==> src/rtl/timed_event_list_assert.svh <==
// ----------------------------------------------------------------------------
// Timed event list assertion macros
// Shared clocking and reset wrapping for the block's concurrent checks.
// ----------------------------------------------------------------------------
`ifndef TIMED_EVENT_LIST_ASSERT_SVH
`define TIMED_EVENT_LIST_ASSERT_SVH

// condition holds at every edge out of reset
`define TEL_ASSERT(lbl, cond, msg) \
	lbl: assert property (@(posedge clk) disable iff (!arst_n) (cond)) else $error(msg);

// same-cycle implication
`define TEL_IMPLIES(lbl, ante, cons, msg) \
	lbl: assert property (@(posedge clk) disable iff (!arst_n) (ante) |-> (cons)) \
		else $error(msg);

// next-cycle implication
`define TEL_NEXT(lbl, ante, cons, msg) \
	lbl: assert property (@(posedge clk) disable iff (!arst_n) (ante) |=> (cons)) \
		else $error(msg);

`endif

==> src/rtl/tel_pkg.sv <==
// ----------------------------------------------------------------------------
// Timed event list package
// Field widths, command and status codes, slot record layout.
// ----------------------------------------------------------------------------
package tel_pkg;

	localparam int TIME_W   = 32;
	localparam int TARGET_W = 16;
	localparam int TAG_W    = 32;
	localparam int HANDLE_W = 4;

	typedef enum logic [1:0] {
		OP_REQUEST = 2'd0,
		OP_CANCEL  = 2'd1,
		OP_PROCESS = 2'd2,
		OP_NOP     = 2'd3
	} opcode_t;

	typedef enum logic [2:0] {
		ST_QUEUED      = 3'd0,
		ST_FULL        = 3'd1,
		ST_CANCELLED   = 3'd2,
		ST_NOT_FOUND   = 3'd3,
		ST_FIRED       = 3'd4,
		ST_NOTHING_DUE = 3'd5
	} status_t;

	// one timer entry as held in the slot RAM
	typedef struct packed {
		logic [TARGET_W-1:0] target;
		logic [TAG_W-1:0]    tag;
		logic [TIME_W-1:0]   start;
		logic [TIME_W-1:0]   lim;
	} slot_rec_t;

endpackage

==> src/rtl/tel_ram.sv <==
// ----------------------------------------------------------------------------
// Timed event list RAM
// Generic simple dual-port RAM, one write and one registered read port.
// ----------------------------------------------------------------------------
module tel_ram #(
	parameter int WIDTH = 8,
	parameter int DEPTH = 16,
	parameter int AW    = (DEPTH > 1) ? $clog2(DEPTH) : 1
) (
	input  logic             clk,
	input  logic             we,
	input  logic [AW-1:0]    waddr,
	input  logic [WIDTH-1:0] wdata,
	input  logic             re,
	input  logic [AW-1:0]    raddr,
	output logic [WIDTH-1:0] rdata
);

	logic [WIDTH-1:0] mem [DEPTH];

	always_ff @(posedge clk) begin
		if (we) begin
			mem[waddr] <= wdata;
		end
		if (re) begin
			rdata <= mem[raddr];
		end
	end

endmodule

==> src/rtl/tel_due.sv <==
// ----------------------------------------------------------------------------
// Timed event list due check
// Shared elapsed-time unit: registers now - start, then signed compare.
// ----------------------------------------------------------------------------
module tel_due (
	input  logic                      clk,
	input  logic                      ld,
	input  logic [tel_pkg::TIME_W-1:0] now,
	input  logic [tel_pkg::TIME_W-1:0] start,
	input  logic [tel_pkg::TIME_W-1:0] lim,
	output logic                      due
);

	import tel_pkg::*;

	logic [TIME_W-1:0] diff_q;
	logic [TIME_W-1:0] lim_q;

	// subtract into a register, compare the registered values in the next cycle
	always_ff @(posedge clk) begin
		if (ld) begin
			diff_q <= now - start;
			lim_q  <= lim;
		end
	end

	assign due = $signed(diff_q) > $signed(lim_q);

endmodule

==> src/rtl/timed_event_list.sv <==
// ----------------------------------------------------------------------------
// Timed event list
// Table of one-shot timers kept in insertion order: request, cancel, process.
// ----------------------------------------------------------------------------
// A command word is taken when start is high and busy is low; busy then stays
// high until the command's last result word has been issued. Result words come
// out on status/slot/out_target/out_tag/last, each valid for exactly one cycle
// while done is high; the receiver cannot hold them off, so it must take every
// done cycle. last marks the final word of a command. A request scans the valid
// bits for the lowest free slot one slot per cycle and reports full after the
// last slot. A cancel walks the order list through the order RAM's single read
// port, one pending entry at a time. A process walks the same list and runs
// each pending entry through the shared subtract/compare unit: order RAM read,
// slot RAM read, subtract, compare. Fired words come out during the walk, one
// behind, so the final one can carry last; the closing word leaves on the last
// cycle. Opcode three is taken and dropped with no result. The RAMs are not
// reset; since the valid bits and the count are, they need no clearing pass.
// ----------------------------------------------------------------------------
`include "timed_event_list_assert.svh"

module timed_event_list #(
	parameter int SLOTS = 16
) (
	input  logic                          clk,
	input  logic                          arst_n,
	input  logic                          start,
	output logic                          busy,
	input  logic [1:0]                    opcode,
	input  logic [tel_pkg::TIME_W-1:0]    now_ms,
	input  logic [tel_pkg::TARGET_W-1:0]  target,
	input  logic [tel_pkg::TAG_W-1:0]     event_tag,
	input  logic [tel_pkg::TIME_W-1:0]    wait_ms,
	input  logic [tel_pkg::HANDLE_W-1:0]  handle_slot,
	output logic                          done,
	output logic [2:0]                    status,
	output logic [tel_pkg::HANDLE_W-1:0]  slot,
	output logic [tel_pkg::TARGET_W-1:0]  out_target,
	output logic [tel_pkg::TAG_W-1:0]     out_tag,
	output logic                          last
);

	import tel_pkg::*;

	// slot index, count and compare widths
	localparam int SW = (SLOTS > 1) ? $clog2(SLOTS) : 1;
	localparam int CW = $clog2(SLOTS + 1);
	localparam int IW = (SW > HANDLE_W) ? SW : HANDLE_W;
	localparam int RW = $bits(slot_rec_t);

	typedef enum logic [2:0] {
		S_IDLE,  // waiting for a command
		S_SCAN,  // request: look for a free slot
		S_ORD,   // walk: read order list entry
		S_ENT,   // walk: entry available
		S_DIF,   // process: slot record available, subtract
		S_CMP,   // process: compare and fire or keep
		S_FIN    // closing word and count update
	} state_t;

	state_t               state_q;
	opcode_t              op_q;
	logic [TIME_W-1:0]    now_q;
	logic [TARGET_W-1:0]  target_q;
	logic [TAG_W-1:0]     tag_q;
	logic [TIME_W-1:0]    wait_q;
	logic [HANDLE_W-1:0]  hdl_q;
	logic [CW-1:0]        idx_q;
	logic [CW-1:0]        keep_q;
	logic [CW-1:0]        count_q;
	logic                 found_q;
	logic [SW-1:0]        ent_q;
	logic [SLOTS-1:0]     valid_q;

	// fired word held back one so the final one can be marked
	logic                 pend_q;
	logic [SW-1:0]        pend_slot_q;
	logic [TARGET_W-1:0]  pend_target_q;
	logic [TAG_W-1:0]     pend_tag_q;

	logic                 done_q;
	status_t              status_q;
	logic [HANDLE_W-1:0]  slot_q;
	logic [TARGET_W-1:0]  out_target_q;
	logic [TAG_W-1:0]     out_tag_q;
	logic                 last_q;

	// RAM ports
	logic                 ord_we, ord_re;
	logic [SW-1:0]        ord_waddr, ord_wdata, ord_rdata;
	logic                 slot_we, slot_re;
	slot_rec_t            slot_wdata, slot_rdata;
	logic [RW-1:0]        slot_rdata_raw;
	logic                 due_ld, due;

	logic [SW-1:0]        idx_a;
	logic [IW-1:0]        hdl_w;
	logic [IW-1:0]        ent_w;
	logic                 accept;
	logic                 idx_end;
	logic                 count_ok;

	assign idx_a   = idx_q[SW-1:0];
	assign hdl_w   = IW'(hdl_q);
	assign ent_w   = IW'(ord_rdata);
	assign accept  = start && !busy;
	assign idx_end = (CW'(idx_q + 1'b1) == count_q);
	assign slot_rdata = slot_rec_t'(slot_rdata_raw);

	// order list: slot numbers in insertion order, first count_q meaningful
	tel_ram #(
		.WIDTH (SW),
		.DEPTH (SLOTS)
	) u_order_ram (
		.clk   (clk),
		.we    (ord_we),
		.waddr (ord_waddr),
		.wdata (ord_wdata),
		.re    (ord_re),
		.raddr (idx_a),
		.rdata (ord_rdata)
	);

	// timer records, indexed by slot
	tel_ram #(
		.WIDTH (RW),
		.DEPTH (SLOTS)
	) u_slot_ram (
		.clk   (clk),
		.we    (slot_we),
		.waddr (idx_a),
		.wdata (RW'(slot_wdata)),
		.re    (slot_re),
		.raddr (ord_rdata),
		.rdata (slot_rdata_raw)
	);

	tel_due u_due (
		.clk   (clk),
		.ld    (due_ld),
		.now   (now_q),
		.start (slot_rdata.start),
		.lim   (slot_rdata.lim),
		.due   (due)
	);

	// RAM and due-unit control
	always_comb begin
		ord_we     = 1'b0;
		ord_waddr  = idx_a;
		ord_wdata  = ord_rdata;
		ord_re     = 1'b0;
		slot_we    = 1'b0;
		slot_re    = 1'b0;
		slot_wdata = '{target: target_q, tag: tag_q, start: now_q, lim: wait_q};
		due_ld     = 1'b0;
		unique case (state_q)
			S_SCAN: begin
				// claim free slot and append it to the order list
				if (!valid_q[idx_a]) begin
					slot_we   = 1'b1;
					ord_we    = 1'b1;
					ord_waddr = count_q[SW-1:0];
					ord_wdata = idx_a;
				end
			end
			S_ORD: begin
				ord_re = 1'b1;
			end
			S_ENT: begin
				if (op_q == OP_CANCEL) begin
					// past the match: close the gap by one
					if (found_q) begin
						ord_we    = 1'b1;
						ord_waddr = idx_a - SW'(1);
						ord_wdata = ord_rdata;
					end
				end else begin
					slot_re = 1'b1;
				end
			end
			S_DIF: begin
				due_ld = 1'b1;
			end
			S_CMP: begin
				// not due: compact into the keep position
				if (!(valid_q[ent_q] && due)) begin
					ord_we    = 1'b1;
					ord_waddr = keep_q[SW-1:0];
					ord_wdata = ent_q;
				end
			end
			default: begin
			end
		endcase
	end

	// sequencer and result registers
	always_ff @(posedge clk or negedge arst_n) begin
		if (!arst_n) begin
			state_q       <= S_IDLE;
			op_q          <= OP_NOP;
			now_q         <= '0;
			target_q      <= '0;
			tag_q         <= '0;
			wait_q        <= '0;
			hdl_q         <= '0;
			idx_q         <= '0;
			keep_q        <= '0;
			count_q       <= '0;
			found_q       <= 1'b0;
			ent_q         <= '0;
			valid_q       <= '0;
			pend_q        <= 1'b0;
			pend_slot_q   <= '0;
			pend_target_q <= '0;
			pend_tag_q    <= '0;
			done_q        <= 1'b0;
			status_q      <= ST_QUEUED;
			slot_q        <= '0;
			out_target_q  <= '0;
			out_tag_q     <= '0;
			last_q        <= 1'b0;
		end else begin
			unique case (state_q)
				S_IDLE: begin
					done_q <= 1'b0;
					if (accept) begin
						op_q     <= opcode_t'(opcode);
						now_q    <= now_ms;
						target_q <= target;
						tag_q    <= event_tag;
						wait_q   <= wait_ms;
						hdl_q    <= handle_slot;
						idx_q    <= '0;
						keep_q   <= '0;
						found_q  <= 1'b0;
						pend_q   <= 1'b0;
						unique case (opcode_t'(opcode)) inside
							OP_REQUEST: state_q <= S_SCAN;
							OP_CANCEL, OP_PROCESS: begin
								state_q <= (count_q == '0) ? S_FIN : S_ORD;
							end
							default: state_q <= S_IDLE;
						endcase
					end
				end
				S_SCAN: begin
					// a word leaves on a claim or on the last slot when full
					done_q <= !valid_q[idx_a] || (idx_q == CW'(SLOTS - 1));
					if (!valid_q[idx_a]) begin
						valid_q[idx_a] <= 1'b1;
						count_q        <= CW'(count_q + 1'b1);
						status_q       <= ST_QUEUED;
						slot_q         <= HANDLE_W'(IW'(idx_a));
						out_target_q   <= '0;
						out_tag_q      <= '0;
						last_q         <= 1'b1;
						state_q        <= S_IDLE;
					end else if (idx_q == CW'(SLOTS - 1)) begin
						status_q     <= ST_FULL;
						slot_q       <= '0;
						out_target_q <= '0;
						out_tag_q    <= '0;
						last_q       <= 1'b1;
						state_q      <= S_IDLE;
					end else begin
						idx_q <= CW'(idx_q + 1'b1);
					end
				end
				S_ORD: begin
					done_q  <= 1'b0;
					state_q <= S_ENT;
				end
				S_ENT: begin
					done_q <= 1'b0;
					if (op_q == OP_CANCEL) begin
						if (!found_q && ent_w == hdl_w) begin
							found_q <= 1'b1;
						end
						idx_q   <= CW'(idx_q + 1'b1);
						state_q <= idx_end ? S_FIN : S_ORD;
					end else begin
						ent_q   <= ord_rdata;
						state_q <= S_DIF;
					end
				end
				S_DIF: begin
					done_q  <= 1'b0;
					state_q <= S_CMP;
				end
				S_CMP: begin
					// a fire releases the word held from the previous fire
					done_q <= valid_q[ent_q] && due && pend_q;
					if (valid_q[ent_q] && due) begin
						valid_q[ent_q] <= 1'b0;
						if (pend_q) begin
							status_q     <= ST_FIRED;
							slot_q       <= HANDLE_W'(IW'(pend_slot_q));
							out_target_q <= pend_target_q;
							out_tag_q    <= pend_tag_q;
							last_q       <= 1'b0;
						end
						pend_q        <= 1'b1;
						pend_slot_q   <= ent_q;
						pend_target_q <= slot_rdata.target;
						pend_tag_q    <= slot_rdata.tag;
					end else begin
						keep_q <= CW'(keep_q + 1'b1);
					end
					idx_q   <= CW'(idx_q + 1'b1);
					state_q <= idx_end ? S_FIN : S_ORD;
				end
				S_FIN: begin
					done_q  <= 1'b1;
					last_q  <= 1'b1;
					state_q <= S_IDLE;
					if (op_q == OP_CANCEL) begin
						slot_q       <= hdl_q;
						out_target_q <= '0;
						out_tag_q    <= '0;
						if (found_q) begin
							// a match implies the handle is a real slot
							valid_q[hdl_w[SW-1:0]] <= 1'b0;
							count_q                <= CW'(count_q - 1'b1);
							status_q               <= ST_CANCELLED;
						end else begin
							status_q <= ST_NOT_FOUND;
						end
					end else begin
						count_q <= keep_q;
						pend_q  <= 1'b0;
						if (pend_q) begin
							status_q     <= ST_FIRED;
							slot_q       <= HANDLE_W'(IW'(pend_slot_q));
							out_target_q <= pend_target_q;
							out_tag_q    <= pend_tag_q;
						end else begin
							status_q     <= ST_NOTHING_DUE;
							slot_q       <= '0;
							out_target_q <= '0;
							out_tag_q    <= '0;
						end
					end
				end
				default: begin
					done_q  <= 1'b0;
					state_q <= S_IDLE;
				end
			endcase
		end
	end

	assign busy       = (state_q != S_IDLE);
	assign done       = done_q;
	assign status     = status_q;
	assign slot       = slot_q;
	assign out_target = out_target_q;
	assign out_tag    = out_tag_q;
	assign last       = last_q;

	assign count_ok = ($countones(valid_q) == int'(count_q));

	`TEL_ASSERT(a_count_range, count_q <= CW'(SLOTS), "order count above table size")
	`TEL_IMPLIES(a_idle_match, state_q == S_IDLE, count_ok, "valid bits disagree with order count")
	`TEL_IMPLIES(a_done_after_work, done_q, $past(busy), "result word without a command in flight")
	`TEL_IMPLIES(a_mid_word_busy, done_q && !last_q, busy, "non-final word after command ended")
	`TEL_NEXT(a_last_gap, done_q && last_q, !done_q, "word issued right after final word")

endmodule

==> config.mk <==
export PLATFORM = sky130hd
export DESIGN_NAME = timed_event_list
export DESIGN_NICKNAME = d
export VERILOG_FILES = /design/src/rtl/tel_pkg.sv /design/src/rtl/tel_ram.sv /design/src/rtl/tel_due.sv /design/src/rtl/timed_event_list.sv
export VERILOG_INCLUDE_DIRS = /design/src /design/src/rtl
export SDC_FILE = /design/constraint.sdc
export NUM_CORES = 2
export LEC_CHECK = 0
export ABC_AREA = 1
export BUFFER_PORTS_ARGS = -buffer_cell sky130_fd_sc_hd__clkbuf_2
export CAP_MARGIN = 40
export CELL_PAD_IN_SITES_DETAIL_PLACEMENT = 0
export CELL_PAD_IN_SITES_GLOBAL_PLACEMENT = 1
export CORE_MARGIN = 5
export CORE_UTILIZATION = 56
export CTS_BUF_LIST = sky130_fd_sc_hd__clkbuf_8 sky130_fd_sc_hd__clkbuf_16
export CTS_CLUSTER_SIZE = 25
export DETAILED_ROUTE_END_ITERATION = 7
export HOLD_SLACK_MARGIN = 0.15
export PLACE_DENSITY = 0.85
export SYNTH_ARGS = -nofsm -noshare
export SYNTH_HDL_FRONTEND = slang
export SYNTH_SLANG_ARGS = --single-unit
==> constraint.sdc <==
create_clock -name clk -period 18.4 [get_ports clk]
set_input_delay 3.68 -clock clk [delete_from_list [all_inputs] [get_ports clk]]
set_output_delay 3.68 -clock clk [all_outputs]
set_load 0.05 [all_outputs]
==> flow_metrics.py <==
metrics = {
    "run_status": {
        "status": "complete, no violations",
    },
    "sta": {
        "achievable-frequency_mhz": 170,
        "rsz0062_at_grt": "no",
        "worst_clock_skew_on_the_final_layout_ns": 0.0284,
        "period_share_pct": 32.0,
        "fin_hold_ws_ns": 0.418,
        "drv_slew": 0,
        "timing_worst_slew_pin_value_ns": 1.43,
        "relSlewSlack_pct": 4.69,
        "period_minus_slack_ns": 5.89,
        "finalHoldViolations": 0,
        "finalSetupViolations": 0,
        "final.setup.tns_ns": 0,
        "slack_of_the_critical_path_ns": 12.51,
    },
    "floorplan": {
        "core_region_area_um2": 161000,
        "ios": 179,
        "rows": 147,
        "die-width_um": 413,
        "effective_utilization_at_floorplan_pct": 56.5,
        "design.die.area_um2": 171000,
        "die_h_um": 413,
    },
    "clock_network": {
        "clkLatencyLatePin_ns": 0.84,
        "clk_transition_reported_paths_ns": 0.06,
        "postCtsResizedCells": 0,
        "postCtsSetupBuffers": 0,
        "cts_made_buffers": 216,
        "tritoncts_clock_tree": "yes",
        "clock_sink_count": 2303,
        "root_cell_of_the_clock_tree": "sky130_fd_sc_hd__clkbuf_16",
        "deepest_clock_path_buffer_count": 3,
        "cts_max_level": 4,
        "cts_hold_repair.buffers": 0,
    },
    "global_routing": {
        "grt_util_met3_pct": 4.18,
        "overflow": 0,
        "use_met2_pct": 45.2,
        "grt_antenna_before_repair": 3,
        "global_route_layer_with_the_greatest_usage": "met2",
        "first_pass_grt_wire_length_um": 357000,
        "track_usage_pct": 27.7,
        "via_count_of_the_first_global_routing_pass": 57200,
        "grt_start_max_net_pins": 231,
        "globalRouteMet1Util_pct": 38.7,
    },
    "power_and_ir_drop": {
        "vdd_ir_drop_max_uv": 112,
        "power_density_nw_per_um2": 147,
        "internal_power_w": 0.0101,
        "finalPower_w": 0.0149,
        "power_switching_w": 0.00486,
        "share_of_total_power_in_the_clock_network_pct": 29.1,
        "seqPwrFrac_pct": 49.6,
        "p_leak_nw": 35.9,
        "pwr-share-comb_pct": 21.3,
        "power_switching_share_pct": 32.5,
    },
    "synth": {
        "synth_top_area_share_pct": 67.2,
        "mappedNetlistNets": 7211,
        "synth.most_common_cell": "sky130_fd_sc_hd__edfxtp_1",
        "mappedNetlistArea_um2": 90900,
        "postSynth.topFlopCell": "sky130_fd_sc_hd__edfxtp_1",
        "syn_inst": 7015,
        "netlist-cell-type-count": 51,
        "netlist_top_cells_area": "sky130_fd_sc_hd__edfxtp_1, sky130_fd_sc_hd__dfrtp_1, sky130_fd_sc_hd__o21ai_0, sky130_fd_sc_hd__nor2_1, sky130_fd_sc_hd__o221ai_1",
        "synth_area_per_cell_um2": 13.0,
        "synthDominantAreaCellType": "sky130_fd_sc_hd__edfxtp_1",
        "ys_warn_count": 0,
        "postSynth.asyncResetShare_pct": 11.6,
        "number_of_enable_type_register_cells_in_the_synthesized_netlist": 2036,
        "yosys_register_bits": 2303,
        "synth.top_cells.by_count": "sky130_fd_sc_hd__edfxtp_1, sky130_fd_sc_hd__nor2_1, sky130_fd_sc_hd__o21ai_0",
        "synth.yosys.seq_area_share_pct": 74.6,
    },
    "hold_path": {
        "hp-class": "reg -> reg",
        "hold-path-cell-count": 0,
    },
    "route": {
        "drt_iter0_markers": 7611,
        "detailroute.via_count": 59100,
        "first_pass_iters": 6,
        "via_density_per_instance": 6.26,
        "totalWireLength_um": 239000,
        "drc": 0,
        "route.antenna.remaining_nets": 0,
        "avgRoutedWirePerCell_um": 25.4,
    },
    "placed_design": {
        "detailedPlace.worstSlack_ns": 12.44,
        "detailedPlacementHpwl_um": 124000,
        "postPlaceCellArea_um2": 94400,
        "globalplace.congestion": 0.867,
        "port_buffers": 178,
    },
    "cells_and_area": {
        "area_growth_syn_to_layout_pct": 11.5,
        "fill_cells": 11800,
        "diodes": 0,
        "layout.cell_area.non_filler_um2": 101000,
        "final_layout_size_suffix_gt1_share_pct": 9.02,
        "num-nets-final": 7281,
    },
    "worst_setup_path": {
        "endpoint_class_of_the_critical_path": "primary output",
        "timing.setup.critical_path_class": "reg -> out",
        "cp_cell_sequence": "nor2_1 > inv_1 > nor2_1 > inv_1 > clkbuf_2",
        "startpoint_type": "flip-flop",
        "crit_path_required_time_ns": 14.72,
        "slowest_stage": "sky130_fd_sc_hd__dfrtp_1",
        "r2r_cells": 13,
        "crit_fanout": 6,
        "worstPathBufferInverterCount": 3,
        "worst-path-stages": 5,
        "endpoint_arrival_time_on_the_critical_path_ns": 2.21,
        "cpPeakStageDelay_ns": 0.43,
        "cpLargestDelayFamily": "buffers and inverters",
    },
    "run": {
        "max_cap_viol_count": 0,
    },
}
## power by group through the flow
stage | Sequential, W | Combinational (W) | Clock (W)
finish | 0.00741 | 0.00318 | 0.00436
global route | 0.00748 | 0.00350 | 0.00462
CTS | 0.00739 | 0.00316 | 0.00440
detailed placement | 0.00750 | 0.00314 | 0
global placement | 0.00747 | 0.00303 | 0
floorplan | 0.00728 | 0.00209 | 0
## layout make-up
cell class | instances | area [um2] | share of cell area (%)
clock inverters | 170 | 1200 | 1.19
repair buffers | 303 | 2320 | 2.29
clock buffers | 238 | 5780 | 5.70
inverters | 185 | 737 | 0.727
flip-flops and latches | 2303 | 67800 | 66.9
well taps | 2160 | 2700 | 2.67
multi-input cells | 4076 | 20800 | 20.5
## cells by family (layout without fill, tap and decap cells)
kind of cell	after synthesis	after routing	synth area share, %
AOI/OAI and AO/OA	1681	1681	11.3
xor gates and xnor gates	44	44	0.424
adders and majority gates	75	75	1.04
buffers and inverters	636	896	2.67
DFF	2303	2303	74.6
muxes	1	1	0.0124
and+or+nand+nor	2275	2275	9.93
## registers in the layout, summed over array words and instances, names as in the netlist, 16 cells and up
signal / count
tag_q: 32
pend_target_q: 16
u_due.diff_q: 32
wait_q: 32
u_due.lim_q: 32
now_q: 32
pend_tag_q: 32
target_q: 16
valid_q: 16
u_slot_ram.mem: 1792
u_order_ram.mem: 64
u_slot_ram.rdata: 112
out_target: 16
out_tag: 32
## worst paths after layout
path	start	to	slack, ns
max reg2reg	idx_q[0]	u_slot_ram.mem[11][12]	12.89
max	state_q[1]	busy	12.51
min	u_slot_ram.rdata[7]	u_due.lim_q[7]	0.42
min reg2reg	u_slot_ram.rdata[7]	u_due.lim_q[7]	0.42
min in group asynchronous	arst_n	wait_q[5]	2.81
max in group asynchronous	arst_n	op_q[1]	13.63
## layout by cell type, fill, tap and decap left out, types with 18 or more instances in the layout
| master | count |
|---|---|
| sky130_fd_sc_hd__o221ai_1 | 398 |
| sky130_fd_sc_hd__a31oi_1 | 20 |
| sky130_fd_sc_hd__clkbuf_2 | 177 |
| sky130_fd_sc_hd__clkinv_1 | 29 |
| sky130_fd_sc_hd__ha_1 | 74 |
| sky130_fd_sc_hd__o211ai_1 | 60 |
| sky130_fd_sc_hd__a21oi_1 | 68 |
| sky130_fd_sc_hd__edfxtp_1 | 2036 |
| sky130_fd_sc_hd__inv_1 | 245 |
| sky130_fd_sc_hd__clkbuf_16 | 222 |
| sky130_fd_sc_hd__nor2_1 | 1028 |
| sky130_fd_sc_hd__dfrtp_1 | 265 |
| sky130_fd_sc_hd__nor3_1 | 18 |
| sky130_fd_sc_hd__xor2_1 | 29 |
| sky130_fd_sc_hd__o22ai_1 | 74 |
| sky130_fd_sc_hd__o21ai_0 | 1016 |
| sky130_fd_sc_hd__buf_4 | 96 |
| sky130_fd_sc_hd__nand2_1 | 899 |
| sky130_fd_sc_hd__nand3_1 | 282 |
| sky130_fd_sc_hd__clkinv_2 | 38 |
## per-layer routing
metal,routed length [um],up-vias
met2,115000,3111
met3,21400,482
li1,-,26000
met4,8050,0
met5,0,-
met1,94600,29500
## stage by stage
| stage | utilization, % | cells |
|---|---|---|
| floorplan | - | 7015 |
| global route | 63.0 | 9435 |
| CTS | 63.0 | 9435 |
| global placement | 58.3 | 9004 |
| detailed placement | 58.6 | 9027 |
| finish | 63.0 | 9435 |
No activity file was read; power rests on OpenSTA's default activity.
